==> config.mk <==
export PLATFORM = sky130hd
export DESIGN_NAME = svge_alu
export DESIGN_NICKNAME = d
export VERILOG_FILES = /design/src/sv/svge_pkg.sv /design/src/sv/svge_alu.sv
export SDC_FILE = /design/constraint.sdc
export NUM_CORES = 1
export LEC_CHECK = 0
export ABC_CLOCK_PERIOD_IN_PS = 7200
export BUFFER_PORTS_ARGS = -buffer_cell sky130_fd_sc_hd__buf_2
export CELL_PAD_IN_SITES_DETAIL_PLACEMENT = 2
export CELL_PAD_IN_SITES_GLOBAL_PLACEMENT = 2
export CORE_MARGIN = 2
export CORE_UTILIZATION = 35
export CTS_BUF_LIST = sky130_fd_sc_hd__clkbuf_8 sky130_fd_sc_hd__clkbuf_16
export CTS_CLUSTER_DIAMETER = 60
export CTS_CLUSTER_SIZE = 30
export DETAILED_ROUTE_END_ITERATION = 7
export GPL_TIMING_DRIVEN = 0
export PLACE_DENSITY_LB_ADDON = 0.1
export SETUP_SLACK_MARGIN = 0.02
export SLEW_MARGIN = 0
export SYNTH_ARGS = -nofsm -noshare
export SYNTH_HDL_FRONTEND = slang
export SYNTH_SLANG_ARGS = --single-unit
export TNS_END_PERCENT = 30
==> constraint.sdc <==
create_clock -name clk -period 7.2 [get_ports clk]
set_input_delay 0.36 -clock clk [delete_from_list [all_inputs] [get_ports clk]]
set_output_delay 0.36 -clock clk [all_outputs]
set_load 0.03 [all_outputs]
==> src/sv/svge_pkg.sv <==
// Package for the state vector gate engine: sizes, codes, state and control types,
// plus helper functions for saturation and pair addressing.
// Standalone; used by svge_alu and state_vector_gate_engine_unit.
`default_nettype none

package svge_pkg;

  localparam int QUBIT_COUNT   = 8;
  localparam int STATE_COUNT   = 1 << QUBIT_COUNT;
  localparam int ADDR_W        = QUBIT_COUNT;
  localparam int PAIR_W        = ADDR_W - 1;
  localparam int QB_W          = 3;
  localparam int AMP_WIDTH     = 16;
  localparam int UNI_W         = AMP_WIDTH - 1;
  localparam int UNIFORM_RESET = 2048;

  // 1/sqrt(2) as Q0.16
  localparam int HALF_ROOT_Q16 = 46341;
  localparam int KFRAC         = 16;
  localparam int SUM_W         = AMP_WIDTH + 1;
  localparam int PRE_W         = SUM_W + KFRAC + 1;
  localparam int Q_W           = PRE_W - KFRAC;

  typedef logic signed [AMP_WIDTH-1:0] amp_t;

  // real part in the low half
  typedef struct packed {
    amp_t im;
    amp_t re;
  } cplx_t;

  typedef enum logic [2:0] {
    MODE_LOAD    = 3'd0,
    MODE_READ    = 3'd1,
    MODE_UNIFORM = 3'd2,
    MODE_HAD     = 3'd3,
    MODE_CZ      = 3'd4,
    MODE_CHAIN   = 3'd5
  } mode_t;

  typedef enum logic [3:0] {
    ST_CLEAR,
    ST_IDLE,
    ST_READ,
    ST_FILL,
    ST_SWEEP,
    ST_DRAIN,
    ST_H_RDA,
    ST_H_RDB,
    ST_H_SUM,
    ST_H_DIF,
    ST_H_WRA,
    ST_H_WRB,
    ST_DONE
  } state_t;

  typedef struct packed {
    logic neg;
    logic sub;
  } alu_ctl_t;

  // clamp a widened value to the amplitude range
  function automatic amp_t sat_q(input logic signed [Q_W-1:0] q);
    logic [Q_W-AMP_WIDTH:0] upper;
    amp_t r;
    upper = q[Q_W-1:AMP_WIDTH-1];
    if ((&upper) || (~|upper)) begin
      r = q[AMP_WIDTH-1:0];
    end else if (q[Q_W-1]) begin
      r = {1'b1, {(AMP_WIDTH-1){1'b0}}};
    end else begin
      r = {1'b0, {(AMP_WIDTH-1){1'b1}}};
    end
    return r;
  endfunction

  // lower index of a butterfly pair: pair number with a zero inserted at the target bit
  function automatic logic [ADDR_W-1:0] insert_zero(input logic [PAIR_W-1:0] p,
                                                    input logic [QB_W-1:0]   t);
    logic [ADDR_W-1:0] pw;
    logic [ADDR_W-1:0] low_mask;
    pw       = {1'b0, p};
    low_mask = (ADDR_W'(1) << t) - ADDR_W'(1);
    return ((pw & ~low_mask) << 1) | (pw & low_mask);
  endfunction

endpackage

`default_nettype wire

==> src/sv/svge_alu.sv <==
// Shared two-stage arithmetic unit of the gate engine: butterfly sum or difference
// scaled by 1/sqrt(2) with rounding, or saturating negation. Uses svge_pkg.
`default_nettype none

module svge_alu import svge_pkg::*; (
  input  wire logic     clk,
  input  wire alu_ctl_t ctl,
  input  wire cplx_t    a,
  input  wire cplx_t    b,
  output cplx_t         res
);

  localparam logic signed [SUM_W-1:0] KSCALE = SUM_W'(HALF_ROOT_Q16);
  localparam logic signed [PRE_W-1:0] ROUND  = PRE_W'(1) <<< (KFRAC - 1);

  logic signed [SUM_W-1:0] sum_re, sum_im;
  logic signed [PRE_W-1:0] pre_re_next, pre_im_next;
  logic signed [PRE_W-1:0] pre_re, pre_im;

  always_comb begin
    logic signed [SUM_W-1:0] a_re, a_im, b_re, b_im;
    a_re = {a.re[AMP_WIDTH-1], a.re};
    a_im = {a.im[AMP_WIDTH-1], a.im};
    b_re = {b.re[AMP_WIDTH-1], b.re};
    b_im = {b.im[AMP_WIDTH-1], b.im};
    if (ctl.neg) begin
      sum_re = -a_re;
      sum_im = -a_im;
    end else if (ctl.sub) begin
      sum_re = a_re - b_re;
      sum_im = a_im - b_im;
    end else begin
      sum_re = a_re + b_re;
      sum_im = a_im + b_im;
    end
  end

  // negation bypasses the multiplier by pre-shifting so stage two is shared
  always_comb begin
    if (ctl.neg) begin
      pre_re_next = PRE_W'(sum_re) <<< KFRAC;
      pre_im_next = PRE_W'(sum_im) <<< KFRAC;
    end else begin
      pre_re_next = PRE_W'(sum_re) * PRE_W'(KSCALE) + ROUND;
      pre_im_next = PRE_W'(sum_im) * PRE_W'(KSCALE) + ROUND;
    end
  end

  always_ff @(posedge clk) begin
    pre_re  <= pre_re_next;
    pre_im  <= pre_im_next;
    res.re  <= sat_q(pre_re[PRE_W-1:KFRAC]);
    res.im  <= sat_q(pre_im[PRE_W-1:KFRAC]);
  end

endmodule

`default_nettype wire

# Word-level counts from Yosys, hierarchy flattened
# Index checks and enable logic that the tools add are counted.
# Widths: inputs -> output; s select.
word_totals:
  ff_bits: 68
  inputBits: 67
  out_inout_bits: 32
  wordCells: 32
op_classes:
  add_sub_neg: 8
  n_mul: 2
  muxes: 10
  n_reduce_logical: 8
ops:
  columns: ["operator", "count"]
  rows:
  - ["$add 34x17->34 const B", 2]
  - ["$mul 17x17->34 const B", 2]
  - ["$mux 17", 4]
  - ["$mux 34", 2]
  - ["$mux 16", 4]
  - ["$add 16x16->17", 2]
  - ["$neg 16->17", 2]
  - ["$sub 16x16->17", 2]
  - ["$reduce_and 3->1", 2]
  - ["$reduce_or 3->1", 2]
  - ["$logic_not 1->1", 2]
  - ["$logic_or 1x1->1", 2]

# Logic depth before layout (Yosys ltp)
# Gate-level depths: netlist (run 1).
depth:
  ltp_word: 6
  depth_mapped: 36
  depth_no_buf: 35

# Worst setup path after synthesis (run 1)
# No wires, ideal clock.
synth_path:
  kind: "in2reg"
  from: "input port b[22] in the netlist's numbering"
  to: "register pre_im[31]"
  setup_time_ns: 0.125
  t_arrival_ns: 7.791
  t_required_ns: 7.075
  path_slack_ns: -0.716
  cell_stages: 29
  path_buffers: 0
  cell_sequence: "or4_4 inv_1 a21oi_1 xnor2_1 ha_1 nand2_1 or4b_1 o21ai_0 xor2_1 o21ai_0 ha_1 inv_1 fa_1 inv_1 fa_1 fa_1 inv_1 fa_1 fa_1 inv_1 ha_1 nand2_1 o21bai_1 a211oi_1 o21ai_0 a31oi_1 a31o_2 a211oi_1 o41a_1"
synth_via:
  elab_chain_len: 6
  elab_cells_between_ends: 7
synth_rtl:
  columns: ["element", "line_no", "text"]
  rows:
  - ["from (decl)", "svge_alu.sv:9", "input wire cplx_t b,"]
  - ["$add 16x16->17 / $sub 16x16->17 (equally long branches)", "svge_alu.sv:34, svge_alu.sv:31", null]
  - ["$mux 17 *", "svge_alu.sv:29", "end else if (ctl.sub) begin"]
  - ["$mux 17 *", "svge_alu.sv:26", "if (ctl.neg) begin"]
  - ["$mul 17x17->34", "svge_alu.sv:45", "pre_im_next = PRE_W'(sum_im) * PRE_W'(KSCALE) + ROUND;"]
  - ["$add 34x17->34", "svge_alu.sv:45", null]
  - ["$mux 34 *", "svge_alu.sv:40", "if (ctl.neg) begin"]
  - ["named net pre_im_next[31]", "svge_alu.sv:17", "logic signed [PRE_W-1:0] pre_re_next, pre_im_next;"]
  - ["to (signal assigned)", "svge_alu.sv:51", "pre_im <= pre_im_next;"]
  - ["to (decl)", "svge_alu.sv:18", "logic signed [PRE_W-1:0] pre_re, pre_im;"]
# The timed path passes the listed nets; every way through them passes the cells marked *.

# Worst setup path after layout (run 1)
layout_path:
  from: "input port b[20] in the netlist's numbering"
  to: "register pre_im[31]"
# The elaborated chain is that of the path after synthesis.

==> flow_results.xml, run 1 <==
<?xml version="1.0" encoding="UTF-8"?>
<metrics>
  <group name="floorplan">
    <metric name="die_width" unit="um">208</metric>
    <metric name="die_area" unit="sq mm">0.0435</metric>
    <metric name="initial_util" unit="%">35.7</metric>
    <metric name="pin_count" unit="">99</metric>
    <metric name="design.core.area" unit="sq mm">0.0410</metric>
    <metric name="die_height" unit="um">208</metric>
    <metric name="floorplan.rows" unit="">74</metric>
  </group>
  <group name="synth">
    <metric name="syn_nets" unit="">2258</metric>
    <metric name="share_of_synthesized_registers_carrying_an_async_set_or_reset" unit="%">0</metric>
    <metric name="leading_area_contributor_after_synthesis" unit="">ha_1</metric>
    <metric name="yosysMostFrequentCell" unit="">inv_1</metric>
    <metric name="yosys_most_used_dff" unit="">dfxtp_1</metric>
    <metric name="synth_area_leaders" unit="">ha_1 23%, fa_1 23%, dfxtp_1 9.3%, inv_1 9.2%, xnor2_1 4.4%</metric>
    <metric name="syn-instance-count" unit="">1751</metric>
    <metric name="synth_seq_cells" unit="">68</metric>
    <metric name="netlist-cell-type-count" unit="">76</metric>
    <metric name="synth.cell_area" unit="sq mm">0.0146</metric>
    <metric name="synth_top_area_share" unit="%">23.3</metric>
    <metric name="synth_area_per_inst" unit="sq um">8.36</metric>
    <metric name="synth.top_cells.by_count" unit="">359 x inv_1, 272 x ha_1, 168 x fa_1</metric>
    <metric name="synth-edff-count" unit="">0</metric>
    <metric name="synth_warnings" unit="">0</metric>
    <metric name="seq_area_frac_synth" unit="%">9.30</metric>
  </group>
  <group name="grt">
    <metric name="globalRouteTotalUtil" unit="%">25.9</metric>
    <metric name="first_global_vias" unit="">15300</metric>
    <metric name="grt_max_degree" unit="">19</metric>
    <metric name="antenna_violations_before_repair" unit="">3</metric>
    <metric name="global_route_wire_length_before_repair" unit="um">86900</metric>
    <metric name="grt_overflow" unit="">0</metric>
  </group>
  <group name="placement">
    <metric name="gp_congestion" unit="">0.869</metric>
    <metric name="dpl-instance-area" unit="sq mm">0.0162</metric>
    <metric name="pre_cts_ws" unit="ns">-2.25</metric>
    <metric name="dp.final_hpwl" unit="um">44400</metric>
    <metric name="port_buffers" unit="">97</metric>
  </group>
  <group name="hold_path">
    <metric name="hold_path_class" unit="">in2reg</metric>
    <metric name="timing.hold.worst.start" unit="">a[16]</metric>
    <metric name="worstHoldEndpoint" unit="">pre_im[16]</metric>
    <metric name="min_delay_path_depth" unit="">3</metric>
  </group>
  <group name="run_status">
    <metric name="violated_checks" unit="">negative setup slack</metric>
    <metric name="status" unit="">complete, but fails checks</metric>
  </group>
  <group name="worst_setup_path">
    <metric name="worstReg2RegEnd" unit="">res[27]</metric>
    <metric name="crit_required" unit="ns">7.36</metric>
    <metric name="slowest_stage" unit="">fa_1</metric>
    <metric name="worst-setup-path-type" unit="">in2reg</metric>
    <metric name="largest_fanout_of_any_net_on_the_critical_path" unit="">4</metric>
    <metric name="path_delay_family" unit="">adder cells</metric>
    <metric name="crit_path_end_kind" unit="">flip-flop</metric>
    <metric name="crit_path_max_incr_delay" unit="ns">0.58</metric>
    <metric name="r2r_start" unit="">pre_im[31]</metric>
    <metric name="rr_worst_depth" unit="">5</metric>
    <metric name="startpoint_type" unit="">primary input</metric>
    <metric name="cp_num_buf_inv" unit="">7</metric>
    <metric name="rrSetupSlack" unit="ns">5.88</metric>
    <metric name="worst_path_most_repeated_cell" unit="">fa_1</metric>
    <metric name="critical_path_arrival" unit="ns">8.35</metric>
  </group>
  <group name="sta">
    <metric name="fin_ws" unit="ns">-0.985</metric>
    <metric name="period_minus_slack" unit="ns">8.18</metric>
    <metric name="worst-slew-pin-transition" unit="ns">1.20</metric>
    <metric name="period_share" unit="%">114</metric>
    <metric name="fmaxAchievable" unit="MHz">122</metric>
    <metric name="timing.slew.headroom" unit="%">20.2</metric>
    <metric name="finalClockSkew" unit="ns">0.00843</metric>
    <metric name="final-max-slew-violation-count" unit="">0</metric>
    <metric name="setup_viol_count_final" unit="">29</metric>
    <metric name="timing.setup.tns" unit="ns">-12.87</metric>
    <metric name="finalHoldViolCount" unit="">0</metric>
    <metric name="setup_repair_after_global_routing_missed_its_margin" unit="">yes</metric>
  </group>
  <group name="finish">
    <metric name="area_delta_synth_final" unit="%">31.5</metric>
    <metric name="drive_gt1_share" unit="%">29.3</metric>
    <metric name="finish.net_count" unit="">2503</metric>
    <metric name="final_cell_area" unit="sq mm">0.0192</metric>
    <metric name="n_fill_cell" unit="">4372</metric>
  </group>
  <group name="clock_network">
    <metric name="ctsRootBufferMaster" unit="">clkbuf_16</metric>
    <metric name="cts.reportedPaths.clkPinSlew" unit="ns">0.06</metric>
    <metric name="clk-insertion-delay-late" unit="ns">0.32</metric>
    <metric name="clock_sink_count" unit="">68</metric>
    <metric name="htree_levels" unit="">3</metric>
    <metric name="max-clock-path-buffers" unit="">2</metric>
    <metric name="post_cts_hold_buffer_count" unit="">0</metric>
    <metric name="clock_tree_from_tritoncts" unit="">built</metric>
    <metric name="cts_made_buffers" unit="">9</metric>
  </group>
  <group name="detailed_routing">
    <metric name="via_count" unit="">13400</metric>
    <metric name="vias_per_cell" unit="">5.28</metric>
    <metric name="drt_drc_violations_left" unit="">0</metric>
    <metric name="detail_route.wl_per_cell" unit="um">23.0</metric>
    <metric name="drtPass1Iterations" unit="">5</metric>
    <metric name="initial_drc_count" unit="">430</metric>
    <metric name="route.antenna.remaining_nets" unit="">0</metric>
    <metric name="finalWirelength" unit="um">58400</metric>
  </group>
  <group name="run">
    <metric name="max_cap_viol_count" unit="">0</metric>
  </group>
</metrics>
==> kinds of logic (layout without fill, tap and decap cells) <==
group                    Yosys count  in the layout  share of synthesized area, %
other                              0              2                             0
AO/OA/AOI/OAI                    307            307                          13.2
multiplexers                      13             13                         0.941
adder cells (fa/ha/maj)          440            440                          46.2
buffers and inverters            402            651                          10.4
XOR/XNOR                         104            104                          6.23
flip-flops                        68             68                          9.30
AND/OR/NAND/NOR                  417            417                          13.7
==> registers in the layout (all words and copies together), names as in the netlist <==
signal  cells
pre_re     18
pre_im     18
res        32
==> metrics by stage <==
stage               cells  utilization, %  hold slack [ns]
global route         2532            46.9            0.469
floorplan            1751               -            0.434
detailed placement   2381            39.6            0.467
finish               2534            46.9            0.464
global placement     2380            39.6            0.458
CTS                  2501            45.4            0.452
==> worst max path at each step <==
stage	cells past startpoint	from	end	slack (ns)
5_1_grt	33	b[22]	pre_im[31]	-1.13
4_1_cts	33	b[22]	pre_im[29]	-0.59
3_3_place_gp	28	b[17]	pre_im[32]	-2.17
6_report	33	b[20]	pre_im[31]	-0.98
3_5_place_dp	31	b[17]	pre_im[32]	-2.25
2_1_floorplan	30	b[17]	pre_im[29]	-0.29
==> what timing repair did <==
item | 4_1_cts | 5_1_grt
setup endpoints to repair | 36 | 34
pin swaps | 156 | 82
gates resized for setup | 295 | 82
hold endpoints to repair | 0 | 0
buffers inserted | 107 | 31
==> metal layers <==
metal  part of all wire [%]  GRT usage (%)
met1                     41           30.9
met2                     52           48.1
met3                    3.3           3.18
met4                    3.9           8.36
met5                  0.014              0
==> worst min-delay path: cells and delay by family <==
kind	cells	cell delay, ns
buffers and inverters	2	0.19
AOI/OAI and AO/OA	1	0.19
==> layout by cell type (no fill, tap or decap), types with 13 or more instances in the layout <==
master and count:
ha_4 34, clkbuf_1 19, a21oi_1 75, ha_1 227, buf_2 94, nand2b_1 21
o21ai_2 29, nand2_1 82, xnor2_1 56, buf_6 16, xnor2_2 17, nor2_1 145
o21a_1 17, inv_2 23, nand3_1 19, inv_1 329, xor2_1 27, fa_1 162
nor3_1 18, dfxtp_1 68, buf_4 127, o21ai_0 29, o21ai_4 13, a21oi_2 31
a21o_1 19
==> cell type report <==
cell class,instances,area (sq um),share of cell area [%]
multi-input combinational,1281,13600,70.8
timing repair buffer,236,1660,8.63
inverter,361,1400,7.27
sequential,68,1360,7.07
tap,532,666,3.46
buffer,39,243,1.26
clock buffer,10,239,1.24
clock inverter,5,53.8,0.280
antenna,2,5.00,0.0260
Power of run 1 is not shown: default switching activity piles up to over one toggle a cycle in this logic, so the estimate is an artifact.
==> run 2: changes to the inputs <==
--- a/config.mk
+++ b/config.mk
@@ -5,7 +5,7 @@
 export SDC_FILE = /design/constraint.sdc
 export NUM_CORES = 1
 export LEC_CHECK = 0
-export ABC_CLOCK_PERIOD_IN_PS = 7200
+export ABC_CLOCK_PERIOD_IN_PS = 6900
 export BUFFER_PORTS_ARGS = -buffer_cell sky130_fd_sc_hd__buf_2
 export CELL_PAD_IN_SITES_DETAIL_PLACEMENT = 2
 export CELL_PAD_IN_SITES_GLOBAL_PLACEMENT = 2
@@ -18,6 +18,7 @@
 export GPL_TIMING_DRIVEN = 0
 export PLACE_DENSITY_LB_ADDON = 0.1
 export SETUP_SLACK_MARGIN = 0.02
+export SKIP_LAST_GASP = 1
 export SLEW_MARGIN = 0
 export SYNTH_ARGS = -nofsm -noshare
 export SYNTH_HDL_FRONTEND = slang
==> constraint.sdc (replaced) <==
create_clock -name clk -period 6.9 [get_ports clk]
set_input_delay 0.345 -clock clk [delete_from_list [all_inputs] [get_ports clk]]
set_output_delay 0.345 -clock clk [all_outputs]
set_load 0.03 [all_outputs]
==> run 2 against run 1 <==
Net effect:
- the flow still finishes with violations (negative setup slack)
- core utilization decreased by 0.70 points
- design area down 1.5%
- clock-buffer cell count unchanged
- highest routed layer unchanged
==> flow_results.xml, run 2 (synthesized netlist as in run 1, its figures left out) <==
<?xml version="1.0" encoding="UTF-8"?>
<metrics>
  <group name="floorplan">
    <metric name="die_width" unit="um">208</metric>
    <metric name="die_height" unit="um">208</metric>
    <metric name="design.core.area" unit="sq mm">0.0410</metric>
    <metric name="initial_util" unit="%">35.7</metric>
    <metric name="die_area" unit="sq mm">0.0435</metric>
    <metric name="pin_count" unit="">99</metric>
    <metric name="floorplan.rows" unit="">74</metric>
  </group>
  <group name="clock_network">
    <metric name="ctsRootBufferMaster" unit="">clkbuf_16</metric>
    <metric name="clock_tree_from_tritoncts" unit="">built</metric>
    <metric name="max-clock-path-buffers" unit="">2</metric>
    <metric name="cts_made_buffers" unit="">9</metric>
    <metric name="cts.reportedPaths.clkPinSlew" unit="ns">0.05</metric>
    <metric name="clk-insertion-delay-late" unit="ns">0.33</metric>
    <metric name="clock_sink_count" unit="">68</metric>
    <metric name="htree_levels" unit="">3</metric>
  </group>
  <group name="sta">
    <metric name="final-max-slew-violation-count" unit="">0</metric>
    <metric name="finalClockSkew" unit="ns">0.00575</metric>
    <metric name="period_share" unit="%">121</metric>
    <metric name="setup_repair_after_global_routing_missed_its_margin" unit="">yes</metric>
    <metric name="fmaxAchievable" unit="MHz">120</metric>
    <metric name="timing.slew.headroom" unit="%">23.6</metric>
    <metric name="finalHoldViolCount" unit="">0</metric>
    <metric name="period_minus_slack" unit="ns">8.32</metric>
    <metric name="timing.setup.tns" unit="ns">-26.60</metric>
    <metric name="fin_ws" unit="ns">-1.42</metric>
    <metric name="worst-slew-pin-transition" unit="ns">1.15</metric>
    <metric name="setup_viol_count_final" unit="">35</metric>
  </group>
  <group name="grt">
    <metric name="grt_overflow" unit="">0</metric>
    <metric name="globalRouteTotalUtil" unit="%">25.6</metric>
    <metric name="global_route_wire_length_before_repair" unit="um">86300</metric>
    <metric name="antenna_violations_before_repair" unit="">3</metric>
    <metric name="grt_max_degree" unit="">19</metric>
    <metric name="first_global_vias" unit="">15100</metric>
  </group>
  <group name="finish">
    <metric name="largest_reg_flops" unit="">32</metric>
    <metric name="area_delta_synth_final" unit="%">29.6</metric>
    <metric name="finish.net_count" unit="">2493</metric>
    <metric name="drive_gt1_share" unit="%">26.8</metric>
    <metric name="mostFrequentLayoutCell" unit="">inv_1</metric>
    <metric name="reg_top3" unit="">res: 32 flops, pre_im: 18 flops, pre_re: 18 flops</metric>
    <metric name="n_fill_cell" unit="">4454</metric>
    <metric name="layout.cells.most_common_list" unit="">336 x inv_1, 230 x ha_1, 163 x fa_1</metric>
    <metric name="top_register" unit="">res</metric>
  </group>
  <group name="worst_setup_path">
    <metric name="largest_fanout_of_any_net_on_the_critical_path" unit="">5</metric>
    <metric name="critical_path_arrival" unit="ns">8.50</metric>
    <metric name="worst_path_most_repeated_cell" unit="">fa_1</metric>
    <metric name="crit_path_end_kind" unit="">flip-flop</metric>
    <metric name="crit_path_max_incr_delay" unit="ns">0.55</metric>
    <metric name="slowest_stage" unit="">fa_1</metric>
    <metric name="crit_required" unit="ns">7.08</metric>
    <metric name="worst-setup-path-type" unit="">in2reg</metric>
    <metric name="startpoint_type" unit="">primary input</metric>
  </group>
  <group name="run">
    <metric name="max_cap_viol_count" unit="">0</metric>
  </group>
  <group name="detailed_routing">
    <metric name="detail_route.wl_per_cell" unit="um">23.6</metric>
    <metric name="drtPass1Iterations" unit="">4</metric>
    <metric name="route.antenna.remaining_nets" unit="">0</metric>
    <metric name="initial_drc_count" unit="">486</metric>
    <metric name="vias_per_cell" unit="">5.33</metric>
    <metric name="drt_drc_violations_left" unit="">0</metric>
    <metric name="via_count" unit="">13400</metric>
    <metric name="finalWirelength" unit="um">59700</metric>
  </group>
  <group name="placement">
    <metric name="pre_cts_ws" unit="ns">-2.81</metric>
    <metric name="dp.final_hpwl" unit="um">44700</metric>
    <metric name="gp_congestion" unit="">0.856</metric>
    <metric name="port_buffers" unit="">97</metric>
  </group>
  <group name="hold_path">
    <metric name="hold_path_class" unit="">in2reg</metric>
  </group>
  <group name="run_status">
    <metric name="status" unit="">complete, but fails checks</metric>
    <metric name="violated_checks" unit="">negative setup slack</metric>
  </group>
</metrics>
==> run 2: routing by layer <==
metal  vias up  wire length (um)  track usage (%)
li1       6182                 -                -
met1      6904             25400             32.3
met2       242             30400             46.0
met3       104              1950             3.40
met4         4              1830             6.57
met5         -                27                0
==> run 2: worst max-delay path: cells and delay by family <==
family	cells	cell delay (ns)
simple gates	7	2.00
compound gates	5	1.15
xor+xnor	2	0.43
fa+ha+maj	9	3.59
buf+inv	10	0.97
==> run 2: cell type report <==
class | count | area, sq um | share of cell area (%)
antenna | 1 | 2.50 | 0.0132
multi-input combinational | 1281 | 13400 | 70.9
timing repair buffer | 226 | 1570 | 8.30
inverter | 361 | 1410 | 7.44
buffer | 39 | 216 | 1.14
clock inverter | 5 | 53.8 | 0.284
clock buffer | 10 | 239 | 1.26
tap | 532 | 666 | 3.51
sequential | 68 | 1360 | 7.18
==> run 2: repair_timing <==
action | 4_1_cts | 5_1_grt
hold buffers | 0 | 0
pin swaps | 136 | 115
gates resized for setup | 216 | 99
setup buffers | 82 | 47
setup endpoints to repair | 36 | 36
==> run 2: worst paths after layout <==
kind | slack [ns] | cells past startpoint | endpoint | from
setup / recovery | -1.42 | 33 | pre_im[33] | b[16]
hold / removal | 0.41 | 3 | pre_im[16] | a[16]
setup reg to reg | 5.56 | 5 | res[2] | pre_re[31]
hold reg to reg | 0.47 | 2 | res[10] | pre_re[26]
==> run 2: per-stage QoR <==
stage | area (sq um) | hold WS (ns) | util, % | std cells
final | 19000 | 0.406 | 46.2 | 2523
after global routing | 19000 | 0.420 | 46.2 | 2522
after global placement | 16200 | 0.465 | 39.6 | 2380
after CTS | 18200 | 0.387 | 44.3 | 2476
after detailed placement | 16300 | 0.468 | 39.6 | 2381
after floorplan | 15100 | 0.434 | - | 1751
Power of run 2 is left out for the same reason.
==> run 3: changes to the inputs <==
--- a/config.mk
+++ b/config.mk
@@ -5,12 +5,12 @@
 export SDC_FILE = /design/constraint.sdc
 export NUM_CORES = 1
 export LEC_CHECK = 0
-export ABC_CLOCK_PERIOD_IN_PS = 6900
+export ABC_CLOCK_PERIOD_IN_PS = 9030
 export BUFFER_PORTS_ARGS = -buffer_cell sky130_fd_sc_hd__buf_2
 export CELL_PAD_IN_SITES_DETAIL_PLACEMENT = 2
 export CELL_PAD_IN_SITES_GLOBAL_PLACEMENT = 2
 export CORE_MARGIN = 2
-export CORE_UTILIZATION = 35
+export CORE_UTILIZATION = 39
 export CTS_BUF_LIST = sky130_fd_sc_hd__clkbuf_8 sky130_fd_sc_hd__clkbuf_16
 export CTS_CLUSTER_DIAMETER = 60
 export CTS_CLUSTER_SIZE = 30
@@ -18,6 +18,7 @@
 export GPL_TIMING_DRIVEN = 0
 export PLACE_DENSITY_LB_ADDON = 0.1
 export SETUP_SLACK_MARGIN = 0.02
+export SKIP_CTS_REPAIR_TIMING = 1
 export SKIP_LAST_GASP = 1
 export SLEW_MARGIN = 0
 export SYNTH_ARGS = -nofsm -noshare
==> constraint.sdc (replaced) <==
create_clock -name clk -period 9.03 [get_ports clk]
set_input_delay 0.4515 -clock clk [delete_from_list [all_inputs] [get_ports clk]]
set_output_delay 0.4515 -clock clk [all_outputs]
set_load 0.03 [all_outputs]
==> run 3 against run 2 <==
Net effect:
- the run now ends clean
- clock-buffer cell count increased by 1
- global-route usage increased by 0.80 points
- via count decreased by 5.2%
- design area decreased by 13%
- die area decreased by 10%
- core utilization decreased by 1.5 points
- critical endpoint is now pre_im[31]
==> flow_results.xml, run 3 (synthesized netlist as in run 1, its figures left out) <==
<?xml version="1.0" encoding="UTF-8"?>
<metrics>
  <group name="finish">
    <metric name="area_delta_synth_final" unit="%">12.4</metric>
    <metric name="top_register" unit="">res</metric>
    <metric name="final-instance-count-excl-fill" unit="">2361</metric>
    <metric name="reg_top3" unit="">res: 32 flops, pre_im: 18 flops, pre_re: 18 flops</metric>
    <metric name="n_fill_cell" unit="">4152</metric>
    <metric name="layout.core_utilization" unit="%">44.7</metric>
    <metric name="final_cell_area" unit="sq mm">0.0164</metric>
    <metric name="mostFrequentLayoutCell" unit="">inv_1</metric>
    <metric name="finish.net_count" unit="">2392</metric>
    <metric name="drive_gt1_share" unit="%">11.8</metric>
    <metric name="layout.cells.most_common_list" unit="">359 x inv_1, 272 x ha_1, 168 x fa_1</metric>
    <metric name="largest_reg_flops" unit="">32</metric>
  </group>
  <group name="sta">
    <metric name="final-max-slew-violation-count" unit="">0</metric>
    <metric name="finalHoldViolCount" unit="">0</metric>
    <metric name="setup_viol_count_final" unit="">0</metric>
    <metric name="period_share" unit="%">97.0</metric>
    <metric name="timing.setup.tns" unit="ns">0</metric>
    <metric name="timing.slew.headroom" unit="%">10.4</metric>
    <metric name="worst-slew-pin-transition" unit="ns">1.33</metric>
    <metric name="fmaxAchievable" unit="MHz">114</metric>
    <metric name="period_minus_slack" unit="ns">8.76</metric>
    <metric name="finalClockSkew" unit="ns">0.00604</metric>
  </group>
  <group name="grt">
    <metric name="global_route_wire_length_before_repair" unit="um">79500</metric>
    <metric name="first_global_vias" unit="">14200</metric>
    <metric name="grt_max_degree" unit="">19</metric>
    <metric name="grt_overflow" unit="">0</metric>
    <metric name="antenna_violations_before_repair" unit="">6</metric>
    <metric name="globalRouteTotalUtil" unit="%">26.4</metric>
  </group>
  <group name="clock_network">
    <metric name="clk-insertion-delay-late" unit="ns">0.33</metric>
    <metric name="ctsRootBufferMaster" unit="">clkbuf_16</metric>
    <metric name="cts.reportedPaths.clkPinSlew" unit="ns">0.06</metric>
    <metric name="cts_made_buffers" unit="">9</metric>
    <metric name="clock_sink_count" unit="">68</metric>
    <metric name="max-clock-path-buffers" unit="">2</metric>
    <metric name="htree_levels" unit="">3</metric>
    <metric name="clock_tree_from_tritoncts" unit="">built</metric>
  </group>
  <group name="worst_setup_path">
    <metric name="path_delay_family" unit="">adder cells</metric>
    <metric name="worst-setup-path-type" unit="">in2reg</metric>
    <metric name="slowest_stage" unit="">or4_1</metric>
    <metric name="largest_fanout_of_any_net_on_the_critical_path" unit="">6</metric>
    <metric name="cp_num_buf_inv" unit="">10</metric>
    <metric name="critical_path_arrival" unit="ns">8.92</metric>
    <metric name="worst_path_most_repeated_cell" unit="">inv_1</metric>
    <metric name="crit_path_end_kind" unit="">flip-flop</metric>
    <metric name="crit_path_max_incr_delay" unit="ns">0.57</metric>
    <metric name="startpoint_type" unit="">primary input</metric>
    <metric name="crit_required" unit="ns">9.19</metric>
  </group>
  <group name="detailed_routing">
    <metric name="finalWirelength" unit="um">50600</metric>
    <metric name="drtPass1Iterations" unit="">5</metric>
    <metric name="detail_route.wl_per_cell" unit="um">21.4</metric>
    <metric name="vias_per_cell" unit="">5.40</metric>
    <metric name="via_count" unit="">12700</metric>
    <metric name="initial_drc_count" unit="">546</metric>
    <metric name="drt_drc_violations_left" unit="">0</metric>
    <metric name="route.antenna.remaining_nets" unit="">0</metric>
  </group>
  <group name="floorplan">
    <metric name="die_width" unit="um">198</metric>
    <metric name="floorplan.rows" unit="">70</metric>
    <metric name="pin_count" unit="">99</metric>
    <metric name="initial_util" unit="%">39.8</metric>
    <metric name="die_height" unit="um">198</metric>
    <metric name="design.core.area" unit="sq mm">0.0368</metric>
    <metric name="die_area" unit="sq mm">0.0391</metric>
  </group>
  <group name="placement">
    <metric name="dpl-instance-area" unit="sq mm">0.0157</metric>
    <metric name="dp.final_hpwl" unit="um">43900</metric>
    <metric name="port_buffers" unit="">97</metric>
    <metric name="place_inst" unit="">2318</metric>
    <metric name="gp_congestion" unit="">0.842</metric>
  </group>
  <group name="run_status">
    <metric name="status" unit="">complete, no violations</metric>
  </group>
  <group name="hold_path">
    <metric name="hold_path_class" unit="">reg2reg</metric>
  </group>
  <group name="run">
    <metric name="max_cap_viol_count" unit="">0</metric>
  </group>
</metrics>
run 3: changes by cell type in the layout (fill, tap and decap cells not counted), sizes merged:
cell / before / now
diode: 1 / 3
clkinvlp: 4 / 2
clkbuf: 38 / 43
buf: 237 / 131
inv: 360 / 361
clkdlybuf4s15: 0 / 1
clkinv: 1 / 2
run 3: per-layer routing:
layer / global-route usage [%] / wire [um] / vias to the layer above
met5: 0 / 0 / -
met2: 45.6 / 23900 / 204
met3: 1.43 / 1690 / 34
li1: - / - / 5979
met4: 3.34 / 449 / 0
met1: 37.5 / 24600 / 6525
run 3: cell type report:
type	instances	area (sq um)	share of cell area, %
inverters	361	1360	8.28
repair buffers	123	681	4.14
multi-input cells	1281	12000	72.7
well taps	468	586	3.56
diodes	3	7.51	0.0457
clock buffers	11	253	1.54
flip-flops and latches	68	1360	8.28
clock inverters	5	51.3	0.312
plain buffers	41	180	1.10
run 3: stage by stage:
stage | setup slack, ns | hold WS, ns
floorplan | 1.02 | 0.434
global placement | -1.18 | 0.453
detailed placement | -1.32 | 0.461
CTS | -1.04 | 0.476
global route | -0.0882 | 0.496
finish | 0.268 | 0.466
run 3: worst register-to-register path, cell delays in order (launching register included):
cell and delay [ns]:
dfxtp_1 0.35, clkbuf_1 0.44, nor2_1 0.11, nor2_1 0.14, nor2_1 0.06, a21oi_1 0.16
run 3: worst paths after layout:
path	startpoint	endpoint	slack [ns]	cells past startpoint
max	b[17]	pre_im[31]	0.27	32
min	pre_im[33]	res[31]	0.47	1
max reg2reg	pre_im[31]	res[18]	7.69	5
min reg2reg	pre_im[33]	res[31]	0.47	1
Power of run 3 is left out for the same reason.
